### src/rtl/core/trc_pkg.sv
// Shared types, constants and arithmetic helpers for the textured rectangle clipper.
// Used by trc_front, trc_fifo, trc_back, the top level and its checker.
package trc_pkg;

  localparam int NUM_LANES  = 4;   // x lo, y lo, x hi, y hi
  localparam int DIV_STEPS  = 16;  // one quotient bit per divider stage
  localparam int FIFO_DEPTH = 4;
  localparam int FIFO_AW    = $clog2(FIFO_DEPTH);

  localparam int LANE_X_LO = 0;
  localparam int LANE_Y_LO = 1;
  localparam int LANE_X_HI = 2;
  localparam int LANE_Y_HI = 3;

  // configuration register indexes
  typedef enum logic [2:0] {
    REG_WIN_LEFT   = 3'd0,
    REG_WIN_TOP    = 3'd1,
    REG_WIN_RIGHT  = 3'd2,
    REG_WIN_BOTTOM = 3'd3,
    REG_POS_X      = 3'd4,
    REG_POS_Y      = 3'd5,
    REG_CLEAR_MODE = 3'd6,
    REG_DEPTH_Z    = 3'd7
  } cfg_reg_e;

  typedef struct packed {
    logic signed [11:0] win_left;
    logic signed [11:0] win_top;
    logic signed [11:0] win_right;
    logic signed [11:0] win_bottom;
    logic signed [11:0] pos_x;
    logic signed [11:0] pos_y;
    logic               clear_mode;
    logic [23:0]        depth_z;
  } cfg_t;

  // per-axis remap operands, all magnitudes
  typedef struct packed {
    logic [15:0] src;    // source extent, hi - lo
    logic [15:0] d_lo;   // how far the low corner moved inward
    logic [15:0] d_hi;   // how far the high corner moved inward
    logic [15:0] t_lo;
    logic [15:0] t_hi;
    logic [15:0] t_mag;  // |t_hi - t_lo|
    logic        t_neg;  // texture extent is negative
  } axis_t;

  // one kept rectangle between front and back
  typedef struct packed {
    logic signed [15:0] q_left;
    logic signed [15:0] q_top;
    logic signed [15:0] q_right;
    logic signed [15:0] q_bottom;
    axis_t              ax_x;
    axis_t              ax_y;
    logic [31:0]        color;
  } item_t;

  // restoring divider lane state
  typedef struct packed {
    logic [15:0] rem;
    logic [15:0] low;
    logic [15:0] quot;
  } lane_t;

  typedef struct packed {
    logic signed [15:0] q_left;
    logic signed [15:0] q_top;
    logic signed [15:0] q_right;
    logic signed [15:0] q_bottom;
    logic [15:0]        uv_left;
    logic [15:0]        uv_top;
    logic [15:0]        uv_right;
    logic [15:0]        uv_bottom;
    logic [31:0]        color;
  } result_t;

  // one restoring division step; the remainder stays below the divisor when it starts below it
  function automatic lane_t div_step(lane_t l, logic [15:0] d);
    logic [16:0] trial;
    lane_t       r;
    trial  = {l.rem, l.low[15]};
    r.low  = {l.low[14:0], 1'b0};
    if (trial >= {1'b0, d}) begin
      r.rem  = 16'(trial - {1'b0, d});
      r.quot = {l.quot[14:0], 1'b1};
    end else begin
      r.rem  = trial[15:0];
      r.quot = {l.quot[14:0], 1'b0};
    end
    return r;
  endfunction

  // base plus or minus quotient, saturated to 0..65535
  function automatic logic [15:0] uv_final(logic [15:0] base, logic [15:0] q, logic sub);
    logic signed [17:0] s;
    if (sub) s = $signed({2'b00, base}) - $signed({2'b00, q});
    else     s = $signed({2'b00, base}) + $signed({2'b00, q});
    if (s < 0)             return 16'd0;
    else if (s > 18'sd65535) return 16'hFFFF;
    else                   return s[15:0];
  endfunction

endpackage

### src/rtl/core/trc_fifo.sv
// Short queue of kept rectangles between the front and back parts.
// Depends on trc_pkg for item_t and the depth constants.
module trc_fifo (
  input  logic           clk_i,
  input  logic           rst_ni,
  input  logic           push_i,
  input  trc_pkg::item_t data_i,
  output logic           full_o,
  input  logic           pop_i,
  output trc_pkg::item_t data_o,
  output logic           empty_o
);
  import trc_pkg::*;

  item_t             mem_q [FIFO_DEPTH];
  logic [FIFO_AW-1:0] wr_ptr_q, rd_ptr_q;
  logic [FIFO_AW:0]   count_q;

  assign full_o  = (count_q == (FIFO_AW+1)'(FIFO_DEPTH));
  assign empty_o = (count_q == '0);
  assign data_o  = mem_q[rd_ptr_q];

  // pointers and fill count
  always_ff @(posedge clk_i or negedge rst_ni) begin
    if (!rst_ni) begin
      wr_ptr_q <= '0;
      rd_ptr_q <= '0;
      count_q  <= '0;
    end else begin
      if (push_i && !full_o)  wr_ptr_q <= wr_ptr_q + 1'b1;
      if (pop_i && !empty_o)  rd_ptr_q <= rd_ptr_q + 1'b1;
      case ({push_i && !full_o, pop_i && !empty_o})
        2'b10:   count_q <= count_q + 1'b1;
        2'b01:   count_q <= count_q - 1'b1;
        default: count_q <= count_q;
      endcase
    end
  end

  // storage
  always_ff @(posedge clk_i) begin
    if (push_i && !full_o) mem_q[wr_ptr_q] <= data_i;
  end

endmodule

### config.mk
export PLATFORM = sky130hd
export DESIGN_NAME = trc_fifo
export DESIGN_NICKNAME = d
export VERILOG_FILES = /design/src/rtl/core/trc_pkg.sv /design/src/rtl/core/trc_fifo.sv
export SDC_FILE = /design/constraint.sdc
export NUM_CORES = 1
export LEC_CHECK = 0
export BUFFER_PORTS_ARGS = -buffer_cell sky130_fd_sc_hd__buf_2
export CORE_MARGIN = 2
export CORE_UTILIZATION = 35
export DETAILED_ROUTE_END_ITERATION = 6
export GPL_ROUTABILITY_DRIVEN = 0
export PLACE_DENSITY = 0.53
export SETUP_SLACK_MARGIN = 0.4
export SYNTH_ARGS = -nofsm -noshare
export SYNTH_HDL_FRONTEND = slang
export SYNTH_SLANG_ARGS = --single-unit
### constraint.sdc
create_clock -name clk_i -period 7.4 [get_ports clk_i]
set_input_delay 1.48 -clock clk_i [delete_from_list [all_inputs] [get_ports clk_i]]
set_output_delay 1.48 -clock clk_i [all_outputs]
set_load 0.01 [all_outputs]
# Word-level counts from Yosys, hierarchy flattened
# Memories as Yosys holds them, arrays and structs flattened.
# Cells that the tools add are included.
# word_totals
ff_bits	7
ramBits	1160
out_inout_bits	292
elab_cells	20
memories	1
# memory_table
memory	depth	word_bits	rd	rd_ports_with_merged_regs	wr	line_no	source
mem_q	4	290	1	0	1	trc_fifo.sv:15	item_t mem_q [FIFO_DEPTH];
# classes
addsub	4
n_eq_ne	3
n_mux	3
reduce_logical	6
# ops
op	n
$pmux 3 s2	1
$add 2x1->2 const B	2
$add 3x1->3 const B	1
$eq 3x3->1 const B	1
$logic_not 3->1	1
$sub 3x1->3 const B	1
$eq 2x1->1 const B	1
$eq 2x2->1 const B	1
$logic_and 1x1->1	2
$logic_not 1->1	2
$mux 1	2
$reduce_bool 2->1	1

# Logic depth before layout (Yosys ltp)
# Gate-level depths: netlist (run 1).
# depth
ltp_word	5
depth_mapped	9

# Least setup slack after synthesis (run 1)
# Ideal clock, no wire load.
# synth_timing
path_type	input port to flip-flop
start	in push_i
end	mem mem_q[0][0] (netlist name), enable pin
setup_time_ns	0.688
t_arrival_ns	8.417
t_required_ns	6.712
slack_ns	-1.705
stages	2
n_path_buf	0
path_cell_list	nor2b_1 and2_1
# synth_between
elab_chain_len	3
# synth_lines
item	line_no	source
start, declared	trc_fifo.sv:6	input logic push_i,
$logic_and 1x1->1	trc_fifo.sv:42	if (push_i && !full_o) mem_q[wr_ptr_q] <= data_i;
$mux 1	trc_fifo.sv:42	
$mux 1 (implied by the code)	trc_fifo.sv:42	
end, declared	trc_fifo.sv:15	
# Every way passes these cells.

==> results.md, run 1 <==
* Status: complete, no violations
* Clock transition at path regs at 0.06 ns
* GR Overflow Total at 0
* Crit path cell chain: buf_12 -> mux4_2 -> buf_2
* Htree depth at 3
* Worst Reg-to-Reg Cells at 4
* Pin count of the biggest net entering global routing at 127
* WS Path Type: flop to output port
* Number of synthesized flops with an enable pin at 1160
* Final WL at 89.4 mm
* I/O pins at 586
* RSZ-0062 raised after global routing: false
* Die width at 353 µm
* Most common cell in the synthesized netlist: edfxtp_1
* Origin of the worst setup path: rd_ptr_q[0]
* CP Depth at 3
* Clk Tree Root Cell: clkbuf_16
* Asr flop ratio synth at 0.600%
* Avg WL per Cell at 22.8 µm
* Worst-Skew Late Latency at 0.69 ns
* Count of cell types in the netlist at 23
* CP max stage cell: dfrtp_4
* Most common flop cell mapped by yosys: edfxtp_1
* Critical path's largest stage delay at 0.94 ns
* ANT nets after route at 0
* DP HPWL at 53.5 mm
* Resize count post-CTS at 0
* Period minus WS final at 4.66 ns
* Final count of hold timing violations at 0
* Drt drc at 0
* Worst-path fanout max at 82
* Nets@finish at 2512
* Mapped Nets at 1852
* Slew Limit Fails at 0
* Setup tns final at 0 ns
* Mapped Area at 0.0426 mm²
* Tot Pwr at 0.0207 W
* First-pass GRT wire length at 132 mm
* CTS sink cnt at 1167
* Initial antenna violation count at 43
* Clock Skews at 0.0247 ns
* Syn_area_per_cell at 27.4 µm²
* Fillers at 10500
* Sequential share of the synthesized area at 82.2%
* Core Region at 0.120 mm²
* CP required at 5.92 ns
* Critical path arrival at 3.18 ns
* Cells after Synth at 1552
* Reg2reg start: count_q[2]
* Num CTS Buffers at 119
* First DRT Iteration DRCs at 1123
* # hold bufs at CTS at 0
* Min Hold Slack at 0.530 ns
* CP bufs+invs at 2
* Pre-antenna DRT Iters at 5
* PortBufs at 585
* Starting Density at 35.4%
* Layout area overhead at 19.4%
* Crit end category: output port
* Slew @ Worst Pin at 1.16 ns
* Crit path to: data_o[171]
* Share of power burned in combinational logic at 28.8%
* Max_cap viols at 0
* Pwr Density at 407 mW/mm²
* GRT Total Usage at 14.1%
* Int Pwr at 0.0146 W
* Die area at 0.124 mm²
* Clk pwr share at 27.5%
* Achievable frequency at 215 MHz
* Rel. slew slack at 22.5%
* Fin crit share at 63.0%
* Switch Pwr at 0.00611 W
* Synth area leader: edfxtp_1
* Via count at 18800
* Fin util at 42.2%
* Yosys warns at 0
* CTS tree: built
* Reg2reg setup slack at 4.16 ns
* Pleak at 16.9 nW
* Vias in the first global route at 20000
* # rows at 127
* Sw Share at 29.5%
* Synth cell count leaders: 1160 x edfxtp_1, 290 x mux4_2, 30 x buf_12
* Hold Crit Class: flop to flop
* Final setup viols at 0
* CP delay by family, top: flip-flops
* Worst vdd ir at 0.000310 V
* Sequential power share at 43.7%
* Max Root-Sink Buffers at 3
* Startpoint types: flop
* Share of post-route cells with drive strength above 1 at 46.0%
* Post-synthesis register bit count at 1167
* Via/cell ratio at 4.77
* Die height at 353 µm
* Synth top area share at 81.8%
* FF-to-FF End: mem_q[2][279]
* # Post-CTS Setup Buffers at 0
* Synth area leaders: edfxtp_1 82%, mux4_2 15%, buf_12 1.4%
==> layer usage <==
metal  GRT usage [%]  share of wire, %
met1            17.5                40
met2            22.6                48
met3            5.88               9.3
met4            4.17               2.3
met5               0              0.38
==> state kept, by name, indices dropped and copies added (netlist names) <==
name and flops:
wr_ptr_q 2, mem_q 1160, rd_ptr_q 2, count_q 3
==> power groups by stage <==
stage | registers, W | clock network [W] | logic, W
floorplan | 0.00922 | 0 | 0.00408
global placement | 0.00912 | 0 | 0.00615
detailed placement | 0.00920 | 0 | 0.00617
CTS | 0.00906 | 0.00590 | 0.00619
global route | 0.00915 | 0.00614 | 0.00643
finish | 0.00904 | 0.00570 | 0.00595
==> how the worst min path moves through the flow <==
stage                           from    endpoint  slack, ns  cells past startpoint
after floorplan           count_q[2]  count_q[2]       0.48                      1
after global placement    count_q[2]  count_q[2]       0.50                      1
after detailed placement  count_q[2]  count_q[2]       0.52                      1
after CTS                 count_q[2]  count_q[2]       0.53                      1
after global routing      count_q[2]  count_q[2]       0.56                      1
final                     count_q[2]  count_q[2]       0.53                      1
==> through the flow <==
stage / setup WS (ns) / cell area [µm²] / cells
final: 2.74 / 50800 / 3929
after global routing: 2.45 / 50800 / 3925
after CTS: 2.53 / 50800 / 3920
after detailed placement: 3.20 / 47000 / 3703
after global placement: 3.23 / 47000 / 3703
after floorplan: 1.53 / 42600 / 1552
==> worst register-to-register path, stage by stage (launching register included) <==
cell     delay (ns)
dfrtp_1        0.41
nor3b_1        0.21
nor2b_1        0.47
and2_4         0.82
buf_12         0.62
==> layout by cell type (no fill, tap or decap), types with 2 or more instances in the layout <==
cell,Yosys,routed
xnor2_1,3,3
buf_12,30,12
ha_1,5,5
buf_2,29,585
clkinv_16,0,2
clkbuf_1,3,28
inv_1,6,6
and2_4,0,4
dfrtp_1,7,5
clkbuf_16,0,120
clkinv_4,0,2
bufinv_16,0,9
buf_4,1,7
xor2_1,3,3
clkinvlp_4,0,8
clkinv_2,0,17
edfxtp_1,1160,1160
dfrtp_4,0,2
diode_2,0,9
clkinv_1,0,28
mux4_2,290,290
==> layout make-up <==
type	instances	area [µm²]	area share [%]
inverters	6	22.5	0.0443
clock inverters	69	643	1.27
well taps	1612	2020	3.97
multi-input cells	314	6760	13.3
flip-flops and latches	1167	35000	68.9
repair buffers	604	3220	6.34
diodes	9	22.5	0.0443
clock buffers	148	3110	6.12
==> kinds of logic (layout without fill, tap and decap cells) <==
group	Yosys count	count (layout)	synth area share, %
flops	1167	1167	82.2
mux	292	292	15.4
buf+inv	71	827	1.91
simple gates	9	9	0.120
fa+ha+maj	6	6	0.194
xor+xnor	6	6	0.123
compound gates	1	1	0.0206
other cells	0	9	0
(Power assumes the default switching activity.)
==> run 2: changes to the inputs <==
clock period = 3.75 ns   (was 7.4 ns; I/O delays follow)
==> run 2 against run 1 <==
Net effect: global-route usage increased by 0.83 points; largest power group unchanged; clock skew grew 0.025 ns; clock power increased by 98%; final area grew 1.9%; sequential cell count stayed put; via count rose by 2.4%; sequential power increased by 96%; non-clock buffer count grew 66; utilization up 0.82 points; hold slack worse by 0.27 ns; critical path type unchanged; highest routed layer unchanged; setup slack worse by 2.2 ns.
==> results.md, run 2 (synthesis results as in run 1) <==
* Clk Tree Root Cell: clkbuf_16
* CTS sink cnt at 1167
* First DRT Iteration DRCs at 1456
* Die height at 353 µm
* Top reg by flops: mem_q
* ANT nets after route at 0
* Top flop regs: mem_q: 1160 flops, count_q: 3 flops
* Via count at 19200
* CP required at 3.00 ns
* Share of post-route cells with drive strength above 1 at 47.6%
* Pwr Density at 809 mW/mm²
* # rows at 127
* Rel. slew slack at 58.6%
* Storage element area at 0.0350 mm²
* Tot Pwr at 0.0419 W
* Post-Layout Inst Area at 0.0518 mm²
* Worst-path fanout max at 51
* Setup tns final at 0 ns
* Non-filler instance count after layout at 3997
* Commonest non-fill, non-tap cell in the layout: edfxtp_1
* RSZ-0062 raised after global routing: true
* Multi-input gate area at 0.00677 mm²
* Period minus WS final at 3.20 ns
* CTS tree: built
* First-pass GRT wire length at 138 mm
* Max Root-Sink Buffers at 3
* WS Path Type: flop to output port
* Fillers at 10300
* Die width at 353 µm
* Max reg flops at 1160
* Placed cell areas at 0.0478 mm²
* Hold Crit Class: primary input to flop
* Avg WL per Cell at 23.5 µm
* GR Overflow Total at 0
* Initial antenna violation count at 40
* Max_cap viols at 0
* Final count of hold timing violations at 0
* Startpoint types: flop
* Pleak at 17.5 nW
* Vias in the first global route at 20500
* Fin crit share at 85.4%
* Worst vdd ir at 0.000488 V
* Final WL at 94.0 mm
* Via/cell ratio at 4.80
* Htree depth at 3
* I/O pins at 586
* Final setup viols at 0
* Pre-antenna DRT Iters at 5
* Status: complete, no violations
* PortBufs at 585
* Layout area overhead at 21.7%
* Nets@finish at 2578
* Slew @ Worst Pin at 0.621 ns
* Worst-Skew Late Latency at 0.70 ns
* Achievable frequency at 312 MHz
* Inst Count DP at 3758
* Clock Skews at 0.0498 ns
* DP HPWL at 61.0 mm
* Drt drc at 0
* Clock transition at path regs at 0.06 ns
* Core Region at 0.120 mm²
* GRT Total Usage at 14.9%
* Starting Density at 35.4%
* Num CTS Buffers at 119
* Slew Limit Fails at 0
* Die area at 0.124 mm²
* Most frequent cells in the layout: 1160 x edfxtp_1, 585 x buf_2, 290 x mux4_2, 122 x clkbuf_16, 40 x buf_12
* Critical path arrival at 2.45 ns
* Crit end category: output port
* Pin count of the biggest net entering global routing at 85
## run 2: cell types whose count changed in the layout (fill, tap and decap cells not counted), sizes merged
cell         before  now
inv               8    6
clkbuf          148  151
clkinv           50   54
buf             604  669
diode             9   12
clkinvlp          8    2
dlygate4sd3       0    1
## run 2: power by group
| part | switching [W] | internal (W) |
|---|---|---|
| registers | 0.000531 | 0.0172 |
| logic | 0.00707 | 0.00575 |
| clock network | 0.00478 | 0.00656 |
## run 2: cell type report
| class | count | area share (%) |
|---|---|---|
| Sequential cell | 1167 | 67.6 |
| Multi-Input combinational cell | 314 | 13.1 |
| Timing Repair Buffer | 670 | 8.00 |
| Clock buffer | 151 | 6.11 |
| Tap cell | 1612 | 3.89 |
| Clock inverter | 65 | 1.22 |
| Antenna cell | 12 | 0.0580 |
| Inverter | 6 | 0.0435 |
## run 2: final timing paths
| check | from | endpoint | slack (ns) | cells past startpoint |
|---|---|---|---|---|
| setup / recovery | rd_ptr_q[0] | data_o[229] | 0.55 | 4 |
| hold / removal | data_i[268] | mem_q[0][268] | 0.26 | 1 |
| setup reg to reg | count_q[0] | count_q[2] | 1.43 | 9 |
| hold reg to reg | count_q[0] | count_q[0] | 0.54 | 1 |
| max in group asynchronous | rst_ni | rd_ptr_q[1] | 3.05 | 2 |
| min in group asynchronous | rst_ni | rd_ptr_q[0] | 0.47 | 2 |
## run 2: worst max-delay path: stages, from the launching register on
cell	delay (ns)
dfrtp_4	0.42
buf_12	0.16
buf_16	0.35
mux4_2	0.57
buf_2	0.17
## run 2: what timing repair did
item / in CTS / in global routing
hold buffers: 1 / 0
gates resized for setup: 2 / 3
endpoints found under the setup margin: 279 / 12
hold endpoints to repair: 7 / 0
setup buffers: 6 / 4
## run 2: stage by stage
stage	hold WS, ns	setup WS [ns]	util, %
after floorplan	0.454	0.303	-
after global placement	0.493	0.955	39.8
after detailed placement	0.537	0.943	39.8
after CTS	0.177	0.419	43.0
after global routing	0.211	0.387	43.0
final	0.257	0.546	43.1
## run 2: routing by layer
metal / wire (µm) / track usage [%] / part of all wire [%]
met4: 2240 / 4.22 / 2.4
met3: 8970 / 5.77 / 9.5
met5: 340 / 0 / 0.36
met1: 37300 / 19.0 / 40
met2: 45100 / 23.9 / 48
==> run 3: changes to the inputs <==
RECOVER_POWER = 25   (was not set)
==> run 3 against run 2 <==
Net effect: setup slack gained 0.0029 ns; clock power is essentially flat; hold slack gained 0.012 ns; wire length is essentially flat; total power is essentially flat; global-route usage is the same; non-clock buffer count is the same; register-to-register slack is essentially flat; clock skew grew 0.0026 ns; first-iteration DRC count shrank 6.9%; via count is essentially flat; count of clock-buffer cells in the layout is the same; critical path type unchanged; largest cell class unchanged; highest routed layer unchanged.
==> results.md, run 3 (synthesis results as in run 1) <==
* Status: complete, no violations
* Worst-path fanout max at 42
* Final count of hold timing violations at 0
* Crit path cell chain: buf_12 -> buf_12 -> mux4_2 -> buf_2
* Initial antenna violation count at 32
* Period minus WS final at 3.20 ns
* Layout area overhead at 21.1%
* Via/cell ratio at 4.80
* Crit path to: data_o[104]
* Most common cell type on the critical path: buf_12
* Starting Density at 35.4%
* DP HPWL at 61.0 mm
* Placed cell areas at 0.0478 mm²
* Worst setup margin at 0.549 ns
* GR Overflow Total at 0
* Post-Layout Inst Area at 0.0515 mm²
* I/O pins at 586
* CP Depth at 4
* Reg2reg start: count_q[0]
* Crit end category: output port
* Max reg flops at 1160
* WS Path Type: flop to output port
* Fin crit share at 85.4%
* Core Region at 0.120 mm²
* Share of post-route cells with drive strength above 1 at 39.7%
* Pwr Density at 812 mW/mm²
* Pre-antenna DRT Iters at 5
* Worst Reg-to-Reg Cells at 9
* CP bufs+invs at 3
* Num CTS Buffers at 119
* Max Root-Sink Buffers at 3
* Rel. slew slack at 56.9%
* Setup tns final at 0 ns
* Worst-Skew Late Latency at 0.71 ns
* Critical path arrival at 2.45 ns
* CP max stage cell: mux4_2
* RSZ-0062 raised after global routing: true
* Fillers at 10400
* GRT Total Usage at 14.9%
* CTS sink cnt at 1167
* Achievable frequency at 312 MHz
* Die height at 353 µm
* ANT nets after route at 0
* Startpoint types: flop
* Clock transition at path regs at 0.06 ns
* CP required at 3.00 ns
* Top reg by flops: mem_q
* Max_cap viols at 0
* Final setup viols at 0
* Most frequent cells in the layout: 1160 x edfxtp_1, 396 x buf_2, 290 x mux4_2, 218 x clkbuf_1, 122 x clkbuf_16
* Avg WL per Cell at 23.5 µm
* First-pass GRT wire length at 138 mm
* Die area at 0.124 mm²
* Pin count of the biggest net entering global routing at 85
* Critical path's largest stage delay at 0.60 ns
* Via count at 19200
* Tot Pwr at 0.0419 W
* Pleak at 16.9 nW
* PortBufs at 585
* Origin of the worst setup path: rd_ptr_q[0]
* CTS tree: built
* Slew Limit Fails at 0
* Clock Skews at 0.0524 ns
* Top flop regs: mem_q: 1160 flops, count_q: 3 flops
* Commonest non-fill, non-tap cell in the layout: edfxtp_1
* Worst vdd ir at 0.000487 V
* FF-to-FF End: count_q[2]
* Die width at 353 µm
* CP delay by family, top: buffers and inverters
* Clk Tree Root Cell: clkbuf_16
* Final WL at 94.0 mm
* Vias in the first global route at 20500
* First DRT Iteration DRCs at 1356
* Slew @ Worst Pin at 0.647 ns
* Htree depth at 3
* DP Worst Slack at 0.943 ns
* Nets@finish at 2578
* # rows at 127
* Drt drc at 0
* Reg2reg setup slack at 1.43 ns
* Hold Crit Class: primary input to flop
==> run 3: cell types whose count changed in the layout (fill, tap and decap cells not counted), sizes merged <==
cell,previous run,this run
diode,12,9
clkbuf,151,340
buf,669,480
==> run 3: report_power, final <==
group / leakage [nW] / internal, W / total, W / switching, W
logic: 4.38 / 0.00572 / 0.0128 / 0.00708
registers: 10.7 / 0.0172 / 0.0177 / 0.000531
clock network: 1.85 / 0.00656 / 0.0114 / 0.00479
total: 16.9 / 0.0295 / 0.0419 / 0.0124
==> run 3: cell type report <==
cell class / instances / area [µm²] / area share (%)
multi-input cells: 314 / 6770 / 13.1
repair buffers: 670 / 3910 / 7.58
diodes: 9 / 22.5 / 0.0437
clock inverters: 65 / 633 / 1.23
well taps: 1612 / 2020 / 3.91
flip-flops and latches: 1167 / 35000 / 67.9
clock buffers: 151 / 3160 / 6.13
inverters: 6 / 22.5 / 0.0437
==> run 3: worst min path at each step <==
stage           startpoint       endpoint  cells after the start
5_1_grt        data_i[214]  mem_q[3][214]                      1
3_3_place_gp    count_q[2]     count_q[2]                      1
6_report       data_i[133]  mem_q[1][133]                      1
2_1_floorplan       rst_ni     count_q[0]                      0
3_5_place_dp    count_q[0]     count_q[0]                      1
4_1_cts        data_i[171]  mem_q[0][171]                      1
==> run 3: repair_timing <==
action                                  4_1_cts  5_1_grt
endpoints found under the hold margin         7        0
hold buffers                                  1        0
buffers inserted                              6        4
endpoints found under the setup margin      279       12
resized for setup                             2        3
==> run 3: per-stage QoR <==
stage	instances	hold WS [ns]	utilization (%)
2_1_floorplan	1552	0.454	-
3_3_place_gp	3758	0.493	39.8
3_5_place_dp	3758	0.537	39.8
4_1_cts	3981	0.177	43.0
5_1_grt	3985	0.226	42.8
6_report	3994	0.269	42.9
==> run 3: metal layers <==
metal  GRT usage, %  share of wire [%]  routed length, µm
met5              0               0.30                279
met3           5.77                9.0               8460
met2           23.9                 48              45100
met1           19.0                 40              37900
met4           4.22                2.4               2220
