[config.mk]
export PLATFORM = sky130hd
export DESIGN_NAME = trc_front
export DESIGN_NICKNAME = d
export VERILOG_FILES = /design/src/rtl/core/trc_pkg.sv /design/src/rtl/core/trc_front.sv
export SDC_FILE = /design/constraint.sdc
export NUM_CORES = 1
export LEC_CHECK = 0
export BUFFER_PORTS_ARGS = -buffer_cell sky130_fd_sc_hd__buf_2
export CORE_MARGIN = 3
export CORE_UTILIZATION = 25
export CTS_BUF_LIST = sky130_fd_sc_hd__clkbuf_8
export DETAILED_ROUTE_END_ITERATION = 6
export PLACE_DENSITY = 0.52
export SLEW_MARGIN = 10
export SYNTH_ARGS = -nofsm -noshare
export SYNTH_HDL_FRONTEND = slang
export SYNTH_SLANG_ARGS = --single-unit
[constraint.sdc]
create_clock -name clk_i -period 9.1 [get_ports clk_i]
set_input_delay 1.82 -clock clk_i [delete_from_list [all_inputs] [get_ports clk_i]]
set_output_delay 1.82 -clock clk_i [all_outputs]
set_load 0.005 [all_outputs]
[src/rtl/core/trc_pkg.sv]
// Shared types, constants and arithmetic helpers for the textured rectangle clipper.
// Used by trc_front, trc_fifo, trc_back, the top level and its checker.
package trc_pkg;

  localparam int NUM_LANES  = 4;   // x lo, y lo, x hi, y hi
  localparam int DIV_STEPS  = 16;  // one quotient bit per divider stage
  localparam int FIFO_DEPTH = 4;
  localparam int FIFO_AW    = $clog2(FIFO_DEPTH);

  localparam int LANE_X_LO = 0;
  localparam int LANE_Y_LO = 1;
  localparam int LANE_X_HI = 2;
  localparam int LANE_Y_HI = 3;

  // configuration register indexes
  typedef enum logic [2:0] {
    REG_WIN_LEFT   = 3'd0,
    REG_WIN_TOP    = 3'd1,
    REG_WIN_RIGHT  = 3'd2,
    REG_WIN_BOTTOM = 3'd3,
    REG_POS_X      = 3'd4,
    REG_POS_Y      = 3'd5,
    REG_CLEAR_MODE = 3'd6,
    REG_DEPTH_Z    = 3'd7
  } cfg_reg_e;

  typedef struct packed {
    logic signed [11:0] win_left;
    logic signed [11:0] win_top;
    logic signed [11:0] win_right;
    logic signed [11:0] win_bottom;
    logic signed [11:0] pos_x;
    logic signed [11:0] pos_y;
    logic               clear_mode;
    logic [23:0]        depth_z;
  } cfg_t;

  // per-axis remap operands, all magnitudes
  typedef struct packed {
    logic [15:0] src;    // source extent, hi - lo
    logic [15:0] d_lo;   // how far the low corner moved inward
    logic [15:0] d_hi;   // how far the high corner moved inward
    logic [15:0] t_lo;
    logic [15:0] t_hi;
    logic [15:0] t_mag;  // |t_hi - t_lo|
    logic        t_neg;  // texture extent is negative
  } axis_t;

  // one kept rectangle between front and back
  typedef struct packed {
    logic signed [15:0] q_left;
    logic signed [15:0] q_top;
    logic signed [15:0] q_right;
    logic signed [15:0] q_bottom;
    axis_t              ax_x;
    axis_t              ax_y;
    logic [31:0]        color;
  } item_t;

  // restoring divider lane state
  typedef struct packed {
    logic [15:0] rem;
    logic [15:0] low;
    logic [15:0] quot;
  } lane_t;

  typedef struct packed {
    logic signed [15:0] q_left;
    logic signed [15:0] q_top;
    logic signed [15:0] q_right;
    logic signed [15:0] q_bottom;
    logic [15:0]        uv_left;
    logic [15:0]        uv_top;
    logic [15:0]        uv_right;
    logic [15:0]        uv_bottom;
    logic [31:0]        color;
  } result_t;

  // one restoring division step; the remainder stays below the divisor when it starts below it
  function automatic lane_t div_step(lane_t l, logic [15:0] d);
    logic [16:0] trial;
    lane_t       r;
    trial  = {l.rem, l.low[15]};
    r.low  = {l.low[14:0], 1'b0};
    if (trial >= {1'b0, d}) begin
      r.rem  = 16'(trial - {1'b0, d});
      r.quot = {l.quot[14:0], 1'b1};
    end else begin
      r.rem  = trial[15:0];
      r.quot = {l.quot[14:0], 1'b0};
    end
    return r;
  endfunction

  // base plus or minus quotient, saturated to 0..65535
  function automatic logic [15:0] uv_final(logic [15:0] base, logic [15:0] q, logic sub);
    logic signed [17:0] s;
    if (sub) s = $signed({2'b00, base}) - $signed({2'b00, q});
    else     s = $signed({2'b00, base}) + $signed({2'b00, q});
    if (s < 0)             return 16'd0;
    else if (s > 18'sd65535) return 16'hFFFF;
    else                   return s[15:0];
  endfunction

endpackage

[src/rtl/core/trc_front.sv]
// Front part: accepts rectangles, orders and offsets the corners, clips them and
// drops empty results. Kept items go to the queue. Depends on trc_pkg.
module trc_front (
  input  logic               clk_i,
  input  logic               rst_ni,
  input  trc_pkg::cfg_t      cfg_i,
  input  logic               push,
  output logic               full,
  input  logic signed [15:0] rect_x_i,
  input  logic signed [15:0] rect_y_i,
  input  logic signed [15:0] size_x_i,
  input  logic signed [15:0] size_y_i,
  input  logic [15:0]        tex_left_i,
  input  logic [15:0]        tex_top_i,
  input  logic [15:0]        tex_right_i,
  input  logic [15:0]        tex_bottom_i,
  input  logic [31:0]        rect_color_i,
  input  logic               fifo_full_i,
  output logic               fifo_push_o,
  output trc_pkg::item_t     item_o
);
  import trc_pkg::*;

  typedef struct packed {
    logic signed [15:0] c_lo;
    logic signed [15:0] c_hi;
    logic               keep;
    axis_t              ax;
  } axis_res_t;

  // clip one axis and gather its remap operands
  function automatic axis_res_t do_axis(logic signed [15:0] p, logic signed [15:0] sz,
                                        logic signed [11:0] pos, logic signed [11:0] wlo,
                                        logic signed [11:0] whi, logic [15:0] tlo,
                                        logic [15:0] thi);
    logic signed [16:0] pe, e, lo, hi, ext;
    logic signed [17:0] off, s_lo, s_hi, w_lo, w_hi, m_lo, m_hi, c_lo, c_hi;
    logic signed [17:0] dl, dh;
    logic signed [16:0] tx;
    axis_res_t r;
    pe   = 17'(p);
    e    = pe + 17'(sz);
    lo   = (e < pe) ? e : pe;
    hi   = (e < pe) ? pe : e;
    ext  = hi - lo;
    off  = 18'($signed({pos, 4'b0000}));
    s_lo = 18'(lo) + off;
    s_hi = 18'(hi) + off;
    w_lo = 18'($signed({wlo, 4'b0000}));
    w_hi = 18'($signed({whi, 4'b0000}));
    m_lo = (s_lo < w_hi) ? s_lo : w_hi;
    m_hi = (s_hi < w_hi) ? s_hi : w_hi;
    c_lo = (m_lo > w_lo) ? m_lo : w_lo;
    c_hi = (m_hi > w_lo) ? m_hi : w_lo;
    dl   = c_lo - s_lo;
    dh   = s_hi - c_hi;
    tx   = $signed({1'b0, thi}) - $signed({1'b0, tlo});
    r.c_lo     = c_lo[15:0];
    r.c_hi     = c_hi[15:0];
    r.keep     = (c_hi > c_lo);
    r.ax.src   = ext[15:0];
    r.ax.d_lo  = dl[15:0];
    r.ax.d_hi  = dh[15:0];
    r.ax.t_lo  = tlo;
    r.ax.t_hi  = thi;
    r.ax.t_neg = tx[16];
    r.ax.t_mag = tx[16] ? 16'(-tx) : tx[15:0];
    return r;
  endfunction

  axis_res_t rx, ry;
  item_t     item_d, item_q;
  logic      keep_d, keep_q, valid_q, take;

  // classification
  always_comb begin
    rx = do_axis(rect_x_i, size_x_i, cfg_i.pos_x, cfg_i.win_left, cfg_i.win_right,
                 tex_left_i, tex_right_i);
    ry = do_axis(rect_y_i, size_y_i, cfg_i.pos_y, cfg_i.win_top, cfg_i.win_bottom,
                 tex_top_i, tex_bottom_i);
    keep_d          = rx.keep && ry.keep;
    item_d.q_left   = rx.c_lo;
    item_d.q_right  = rx.c_hi;
    item_d.q_top    = ry.c_lo;
    item_d.q_bottom = ry.c_hi;
    item_d.ax_x     = rx.ax;
    item_d.ax_y     = ry.ax;
    item_d.color    = rect_color_i;
  end

  // holding register: only a kept item waits on the queue
  assign full        = valid_q && keep_q && fifo_full_i;
  assign take        = push && !full;
  assign fifo_push_o = valid_q && keep_q && !fifo_full_i;
  assign item_o      = item_q;

  always_ff @(posedge clk_i or negedge rst_ni) begin
    if (!rst_ni) begin
      valid_q <= 1'b0;
      keep_q  <= 1'b0;
    end else if (take) begin
      valid_q <= 1'b1;
      keep_q  <= keep_d;
    end else if (!full) begin
      valid_q <= 1'b0;
    end
  end

  always_ff @(posedge clk_i) begin
    if (take) item_q <= item_d;
  end

endmodule

## Word level (Yosys, flattened, before mapping)

Cells that the tools add are included.

- Bits in registers: 292
- Output and inout port bits: 292
- Logic and storage cells: 73
- Input port bits: 261

- $add $sub $neg: 16
- Reductions and logical operators: 7
- Magnitude comparators: 12
- Equal/unequal tests: 1
- Mux-type cells: 16

Operators by type and width:

| cell | number |
|---|---|
| 2-to-1 mux 18 bit | 8 |
| subtractor 16 bit | 6 |
| adder 17 x 16 -> 18 bit | 4 |
| greater-than comparator 18 x 16 -> 1 bit | 4 |
| less-than comparator 18 x 16 -> 1 bit | 4 |
| 2-to-1 mux 17 bit | 4 |
| greater-than comparator 18 bit | 2 |
| adder 16 x 16 -> 17 bit | 2 |
| less-than comparator 17 x 16 -> 1 bit | 2 |
| subtractor 16 x 16 -> 17 bit | 2 |
| 2-to-1 mux 16 bit | 2 |
| negator 16 bit | 2 |
| logical AND 1 bit | 5 |
| logical NOT 1 bit | 2 |
| 2-to-1 mux 1 bit | 2 |
| != test 2 x 1 -> 1 bit (second input constant) | 1 |

## Logic depth before layout (Yosys ltp)

Gate-level depths: netlist of run 1.

- Word-level depth: 10
- Gate-level depth with buffers: 74
- Depth with buffers taken out: 70

## Worst setup path before layout of run 1

Ideal clock, no wire load.

- Path type: input port to flip-flop
- From: input port rect_x_i[0]
- To: register item_q (netlist bit item_o[192]), data pin
- Required time: 8.842 ns
- Setup time: 0.258 ns
- Path slack: -5.447 ns
- Data arrival time: 14.289 ns
- Stages: 65
- Buffers on the path: 4
- Cells stage by stage: ha_1 inv_1 fa_1 nor2b_1 o21ai_0 a21oi_1 o41ai_1 o211ai_1 a31o_2 a21oi_1 nand2b_1 nand3b_1 mux2i_1 ha_1 a21o_1 or3_1 o211ai_2 nor2_1 (+29 left out) a21boi_1 nand2_1 nor2_1 ha_1 inv_1 fa_1 a21o_1 a21oi_1 o21ai_0 a21oi_1 o21ai_0 a21oi_1 o21bai_1 a21oi_1 o21ai_0 a21o_1 a21oi_1 xnor2_1

RTL lines:

| element | line | RTL |
|---|---|---|
| from (decl) | trc_front.sv:9 | `input logic signed [15:0] rect_x_i,` |
| to (signal assigned) | trc_front.sv:110 | `if (take) item_q <= item_d;` |
| to (decl) | trc_front.sv:72 | `item_t item_d, item_q;` |

## Worst setup path after layout of run 1

- From: input port rect_x_i[1]
- To: register keep_q

- Cells in the longest elaborated chain, start to end: 10
- Elaborated cells on any way between the ends: 16
- Those cells by class: add/sub: 3; order compare: 6; mux: 6; reduce/logical: 1

Ends and longest elaborated chain:

| element | line | RTL |
|---|---|---|
| adder 16 x 16 -> 17 bit | trc_front.sv:42 | `e = pe + 17'(sz);` |
| less-than comparator 17 x 16 -> 1 bit | trc_front.sv:43, trc_front.sv:44 |  |
| 2-to-1 mux 17 bit, on equally long branches | trc_front.sv:44, trc_front.sv:43 |  |
| adder 17 x 16 -> 18 bit, on equally long branches | trc_front.sv:48, trc_front.sv:47 |  |
| less-than comparator 18 x 16 -> 1 bit, on equally long branches | trc_front.sv:52, trc_front.sv:51 |  |
| 2-to-1 mux 18 bit, on equally long branches | trc_front.sv:52, trc_front.sv:51 |  |
| greater-than comparator 18 x 16 -> 1 bit, on equally long branches | trc_front.sv:54, trc_front.sv:53 |  |
| 2-to-1 mux 18 bit, on equally long branches | trc_front.sv:54, trc_front.sv:53 |  |
| greater-than comparator 18 bit (*) | trc_front.sv:60 | `r.keep = (c_hi > c_lo);` |
| logical AND 1 bit (*) | trc_front.sv:81 | `keep_d = rx.keep && ry.keep;` |
| to (signal assigned) | trc_front.sv:103 | `keep_q <= keep_d;` |
| to (decl) | trc_front.sv:73 | `logic keep_d, keep_q, valid_q, take;` |

Mark *: on every way between the ends. The rest lies on a longest branch, timed or not.
A chain may end at the register's enable or synchronous reset.

==> flow_metrics.py, run 1 <==
metrics = {
    "floorplan": {
        "io_pins": 553,
        "dieArea_um2": 102500,
        "start_util": 0.2535,
        "fp.dieH_um": 320.1,
        "die_w_um": 320.1,
        "core-area_um2": 97280,
        "rows": 114,
    },
    "synth": {
        "yosysSeqAreaShare": 0.3551,
        "synthesis.area_um2": 24660,
        "netlist_instances": 2588,
        "avgSynthCellArea_um2": 9.530,
        "ys_warn_count": 0,
        "ys_ff_latch": 292,
        "synthArstFlopShare": 0.006849,
        "synth.net_count": 3222,
        "synth-edff-count": 290,
        "ys_types": 88,
        "synth_flop_cell": "edfxtp_1",
    },
    "critical_path": {
        "r2r_start": "keep_q",
        "cp_data_required_time_ns": 9.67,
        "critPathArrivalTime_ns": 13.11,
        "r2r_setup_slack_ns": 6.26,
        "path_max_fanout": 6,
        "endpoint_kind": "flip-flop",
        "crit_path_max_incr_delay_ns": 0.45,
        "crit_path_frequent_cell": "o21a_1",
        "cp-start-kind": "input port",
        "criticalPathCategory": "in2reg",
        "r2r-end": "item_o[283]",
        "cp_slowest_cell": "a221o_1",
        "reg2reg_depth": 4,
    },
    "sta": {
        "max_freq_mhz": 79.74,
        "finalCritPeriodShare": 1.378,
        "relSlewSlack": 0.3023,
        "hold_viol": 0,
        "setup_violations": 129,
        "timing.final.ws_setup_ns": -3.441,
        "slew_viol_final": 0,
        "finalClockSkew_ns": 0.02536,
        "fin_crit_ns": 12.54,
        "rsz0062_at_grt": "true",
        "tightestPinTransition_ns": 1.047,
        "timing.setup.tns_ns": -265.46,
    },
    "clock_tree": {
        "cts_sinks": 292,
        "cts_root_buffer": "clkbuf_8",
        "path_clk_slew_ns": 0.06,
        "clk_latency_ns": 0.72,
        "cts_max_path_buffers": 3,
        "cts_tree": "built",
        "cts_buffers": 58,
        "hold_buffers": 0,
        "htreeDepth": 2,
    },
    "flow_run": {
        "maxCapViolCount": 0,
    },
    "grt": {
        "grt_antenna_before_repair": 29,
        "gr-usage-all-layers": 0.1793,
        "grt_remaining_overflow": 0,
        "grt_pass1_vias": 24001,
        "grt_max_degree": 142,
        "grt_pass1_wl_um": 141200,
    },
    "power_and_ir_drop": {
        "switching_power_mw": 8.553,
        "total_power_mw": 20.39,
        "power.internal_mw": 11.84,
        "power_frac_seq": 0.128,
        "leakage_nw": 18.83,
        "combPwrFrac": 0.794,
        "clockPowerShare": 0.078,
        "netSwitchingFraction": 0.4195,
        "powerDensity_nw_per_um2": 515.8,
        "ir_drop_uv": 239.9,
    },
    "route": {
        "drc": 0,
        "wl_met1_um": 44160,
        "post_drt_via_cell_ratio": 4.569,
        "drt_iter0_markers": 1200,
        "vias": 24319,
        "dr.max_layer_used": "met5",
        "antenna_left": 0,
        "wl_per_cell_um": 18.13,
        "dr.pass1.iters": 5,
        "wl_met2_um": 43850,
        "routed_wl_um": 96520,
        "wl_met3_um": 6416,
    },
    "worst_hold_path": {
        "hold_path.class": "reg2reg",
        "min_to": "valid_q",
        "hold_path_depth": 2,
        "min_from": "valid_q",
    },
    "run_status": {
        "status": "complete, but fails checks",
        "violations": "setup timing",
    },
    "place": {
        "port-buffer-count": 527,
        "place.gp.congestion": 0.9123,
        "dp_hpwl_um": 78320,
    },
    "layout": {
        "fill_cells": 9698,
        "final_core_util": 0.4064,
        "final_layout_size_suffix_gt1_frac": 0.4778,
        "area_delta_synth_final_pct": 60.29,
        "finalNetCount": 4619,
    },
}
## how the worst max path moves through the flow
stage,start,endpoint,cells past startpoint,slack [ns]
after floorplan,rect_x_i[0],item_o[208],73,-4.10
after global placement,rect_x_i[0],keep_q,66,-5.28
after detailed placement,rect_x_i[0],keep_q,66,-5.29
after CTS,rect_x_i[0],item_o[192],70,-3.46
after global routing,rect_x_i[1],item_o[192],69,-4.04
final,rect_x_i[1],keep_q,67,-3.44
## cell type report
cell class,count,area (µm²),share of cell area
Sequential cell,292,8758,0.2215
Clock buffer,58,798.3,0.02019
Clock inverter,50,520.5,0.01317
Inverter,277,1052,0.02662
Tap cell,1276,1597,0.04038
Timing Repair Buffer,1379,9544,0.2414
Multi-Input combinational cell,1977,17230,0.4358
Antenna cell,14,35.03,0.0008862
## critical path: cells and delay by family
family | cells | cell delay [ns]
mux | 2 | 0.64
compound gates | 39 | 6.72
fa+ha+maj | 7 | 1.78
simple gates | 11 | 1.11
buf+inv | 6 | 0.73
xor+xnor | 2 | 0.31
## logic make-up (layout without fill, tap and decap cells)
| group | Yosys count | after routing | share of synthesized area |
|---|---|---|---|
| xor+xnor | 189 | 189 | 0.06711 |
| buf+inv | 319 | 1764 | 0.04951 |
| compound gates | 693 | 693 | 0.1801 |
| flops | 292 | 292 | 0.3551 |
| other cells | 0 | 14 | 0 |
| mux | 67 | 67 | 0.02826 |
| fa+ha+maj | 373 | 373 | 0.1929 |
| simple gates | 655 | 655 | 0.1271 |
## through the flow
| stage | setup slack [ns] | area [µm²] | hold slack, ns | instances |
|---|---|---|---|---|
| 2_1_floorplan | -4.098 | 25560 | 0.4626 | 2588 |
| 3_3_place_gp | -5.284 | 35180 | 0.5682 | 5116 |
| 3_5_place_dp | -5.285 | 35180 | 0.5867 | 5116 |
| 4_1_cts | -3.463 | 38300 | 0.6025 | 5294 |
| 5_1_grt | -4.037 | 39520 | 0.6450 | 5316 |
| 6_report | -3.441 | 39530 | 0.5882 | 5323 |
## power by group through the flow
stage / clock network (mW) / registers [mW] / logic (mW)
after floorplan: 0 / 2.62 / 6.81
after global placement: 0 / 2.64 / 13.2
after detailed placement: 0 / 2.63 / 13.3
after CTS: 1.65 / 2.62 / 15.0
after global routing: 1.70 / 2.64 / 17.7
final: 1.59 / 2.61 / 16.2
## what timing repair did
item | CTS | global route
buffers inserted | 79 | 55
gates cloned | 0 | 1
resized for setup | 269 | 237
endpoints found under the setup margin | 129 | 129
pin swaps | 165 | 155
## cells in the final DEF (no fill, tap or decap), types with 15 or more instances in the layout
master	Yosys	layout
buf_2	10	521
a21oi_1	175	110
and2_1	15	15
inv_1	276	251
inv_2	0	33
nand2b_1	36	32
nand4_1	29	29
clkinv_1	1	16
o21ai_1	6	24
clkbuf_8	0	58
or3_1	17	17
nor2b_1	38	24
o21bai_1	22	20
a21o_1	103	100
xor2_1	58	48
mux2i_1	46	23
a21oi_2	1	58
buf_4	1	769
nor2_2	0	30
or2_2	21	17
nand2_1	209	196
nor3_1	36	35
edfxtp_1	290	290
mux2i_4	0	20
xnor2_1	131	103
o21ai_0	181	104
ha_1	361	324
xnor2_2	0	19
o21a_1	36	35
nand3_1	41	35
buf_6	1	68
o21ai_2	0	53
ha_4	0	30
nor2_1	162	119
## sequential cells by signal, indices dropped and copies added (netlist names)
register  cells
keep_q        1
item_o      290
valid_q       1
## cell usage after synthesis (all sizes together), types with 5 or more instances
library cell  instances  area, µm²
ha                  361       4517
edfxtp              290       8708
inv                 276       1036
nand2               209      784.5
o21ai               187      935.9
a21oi               177      900.9
nor2                163      619.3
xnor2               131       1147
a21o                103      773.2
xor2                 58      508.0
mux2i                46      460.4
nand3                42      215.2
nor2b                38      237.7
nand2b               36      225.2
nor3                 36      180.2
o21a                 36      270.3
nand4                29      181.4
clkbuf               26      97.59
a21boi               24      180.2
o21bai               22      165.2
or2                  22      137.6
mux2                 21      236.5
a211oi               18      135.1
or3                  17      106.4
a31oi                16      100.1
buf                  16      83.83
and2                 15      93.84
o31ai                15      126.4
fa                   12      240.2
and3                 11      73.82
nor4                 11      68.82
or4                  11      82.58
o211ai               10      85.08
o22ai                10      62.56
a31o                  9      78.83
o41ai                 8      77.58
o31a                  5      43.79
## metal layers
metal	global-route usage	up-vias
li1	-	12224
met1	0.2361	11366
met2	0.2953	603
met3	0.04587	114
met4	0.04089	12
met5	0	-
Power figures use the tool's default switching activity.
==> run 2: changes to the inputs <==
- ABC_AREA: unset -> 1
==> flow_metrics.py, run 2 <==
metrics = {
    "run_status": {
        "status": "complete, but fails checks",
        "violations": "setup timing",
    },
    "synth": {
        "netlist_instances": 3358,
        "synth.most_common_cell": "nand2_1",
        "avgSynthCellArea_um2": 7.846,
        "yosysSeqAreaShare": 0.3324,
        "ys_types": 49,
        "synth_simple_gate_area_frac": 0.2078,
        "synth.area.top_cells": "edfxtp_1 (33%), ha_1 (17%), nand2_1 (11%)",
        "synth-xor-area-share": 0.06051,
        "synth_top_family_by_area": "simple AND/OR/NAND/NOR gates",
        "synth.net_count": 3992,
        "synth-adder-area-share": 0.1806,
        "synth_flop_cell": "edfxtp_1",
        "synth_top_cell_by_area": "edfxtp_1",
        "synth-edff-count": 290,
        "synthesis.area_um2": 26350,
        "synthArstFlopShare": 0.006849,
        "ys_ff_latch": 292,
        "synthMuxAreaShare": 0,
        "yosys-top-cells-count": "nand2_1 (802), inv_1 (547), ha_1 (361)",
        "ys_warn_count": 0,
        "synth_compound_area_frac": 0.1275,
        "yosys.area.top_type_share": 0.3305,
    },
    "critical_path": {
        "path_buf_inv": 13,
        "cp_top_family": "simple AND/OR/NAND/NOR gates",
        "cp_data_required_time_ns": 9.51,
        "critPathArrivalTime_ns": 10.68,
        "path_max_fanout": 8,
        "cp-start-kind": "input port",
        "crit_path_frequent_cell": "nand2_2",
        "endpoint_kind": "flip-flop",
        "cp_slowest_cell": "fa_2",
        "criticalPathCategory": "in2reg",
        "crit_path_max_incr_delay_ns": 0.39,
    },
    "layout": {
        "final_cell_mix": "buf_4 (972), nand2_1 (646), buf_2 (524), inv_1 (478), edfxtp_1 (290)",
        "regArea_um2": 8758,
        "stdcell_area_um2": 46370,
        "area_delta_synth_final_pct": 75.99,
        "layout_commonest_cell": "buf_4",
        "finalNetCount": 5693,
        "fill_cells": 10128,
        "largest_reg_flops": 290,
        "final_layout_size_suffix_gt1_frac": 0.5095,
        "finalNonFillerCells": 6487,
        "final_core_util": 0.4455,
        "multiInputGateArea_um2": 20300,
    },
    "route": {
        "drc": 0,
        "routed_wl_um": 112000,
        "dr.pass1.iters": 6,
        "vias": 29296,
        "wl_per_cell_um": 17.26,
        "antenna_left": 0,
        "drt_iter0_markers": 1556,
        "post_drt_via_cell_ratio": 4.516,
    },
    "grt": {
        "grt_remaining_overflow": 0,
        "grt_antenna_before_repair": 13,
        "grt_pass1_vias": 28634,
        "gr-usage-all-layers": 0.1906,
        "grt_pass1_wl_um": 161800,
        "grt_max_degree": 155,
    },
    "worst_hold_path": {
        "hold_path.class": "reg2reg",
    },
    "clock_tree": {
        "path_clk_slew_ns": 0.06,
        "cts_sinks": 292,
        "htreeDepth": 2,
        "cts_root_buffer": "clkbuf_8",
        "clk_latency_ns": 0.71,
        "cts_buffers": 55,
        "hold_buffers": 0,
        "cts_max_path_buffers": 3,
        "cts_tree": "built",
    },
    "floorplan": {
        "fp.dieH_um": 330.6,
        "core-area_um2": 104100,
        "die_w_um": 330.6,
        "dieArea_um2": 109300,
        "io_pins": 553,
        "rows": 118,
        "start_util": 0.2531,
    },
    "flow_run": {
        "maxCapViolCount": 0,
    },
    "place": {
        "dp_hpwl_um": 87560,
        "dp.cells": 6077,
        "place.gp.congestion": 0.8901,
        "post_dp_cell_area_um2": 37920,
        "port-buffer-count": 527,
    },
    "sta": {
        "timing.final.ws_setup_ns": -1.169,
        "max_freq_mhz": 97.38,
        "hold_viol": 0,
        "fin_crit_ns": 10.27,
        "finalCritPeriodShare": 1.128,
        "tightestPinTransition_ns": 1.125,
        "finalClockSkew_ns": 0.05006,
        "setup_violations": 69,
        "relSlewSlack": 0.2497,
        "slew_viol_final": 0,
        "rsz0062_at_grt": "true",
    },
}
[run 2: area by class of cell]
type | count | area share
multi-input combinational | 2462 | 0.4379
timing repair buffer | 1673 | 0.2635
sequential | 292 | 0.1889
inverter | 574 | 0.04855
tap | 1380 | 0.03724
clock buffer | 55 | 0.01633
clock inverter | 44 | 0.006908
timing repair inverter | 1 | 0.0003508
antenna | 6 | 0.0003238
[run 2: through the flow]
step / hold slack [ns] / worst slack, ns / setup TNS (ns)
after floorplan: 0.4699 / -1.088 / -28.07
after global placement: 0.5472 / -2.793 / -174.52
after detailed placement: 0.5667 / -2.788 / -180.25
after CTS: 0.5804 / -1.023 / -33.33
after global routing: 0.5976 / -1.667 / -84.67
final: 0.5741 / -1.169 / -45.63
[run 2: metal layers]
layer | track usage | vias to the layer above | share of wire
met2 | 0.3216 | 750 | 0.47
met3 | 0.03842 | 168 | 0.064
met5 | 0 | - | 0.00062
met4 | 0.04803 | 12 | 0.024
li1 | - | 14692 | -
met1 | 0.2485 | 13674 | 0.44
[run 2: worst paths after layout]
path	startpoint	endpoint	slack, ns	depth (start not counted)
setup / recovery	rect_y_i[0]	item_o[109]	-1.17	72
hold / removal	valid_q	valid_q	0.57	2
setup reg to reg	keep_q	item_o[165]	6.28	4
hold reg to reg	valid_q	valid_q	0.57	2
max in group asynchronous	rst_ni	valid_q	7.96	1
min in group asynchronous	rst_ni	keep_q	0.97	1
[run 2: cells by family after synthesis]
logic type,count (synthesis)
XOR/XNOR,182
flip-flops,292
buffers and inverters,609
AND/OR/NAND/NOR,1297
AO/OA/AOI/OAI,605
adder cells (fa/ha/maj),373
[run 2: repair_timing]
item | CTS | global route
resized for setup | 548 | 524
pin swaps | 259 | 288
setup endpoints to repair | 113 | 130
cloned | 12 | 3
buffers inserted | 225 | 115
[run 2: worst register-to-register path, stage by stage, from the launching register on]
cell and delay (ns):
dfrtp_1 0.47, nand3_1 0.16, nand2_1 0.29, inv_8 0.67, buf_12 0.66
Power of run 2 is not shown: default switching activity piles up to over one toggle a cycle in this logic, so the estimate is an artifact.
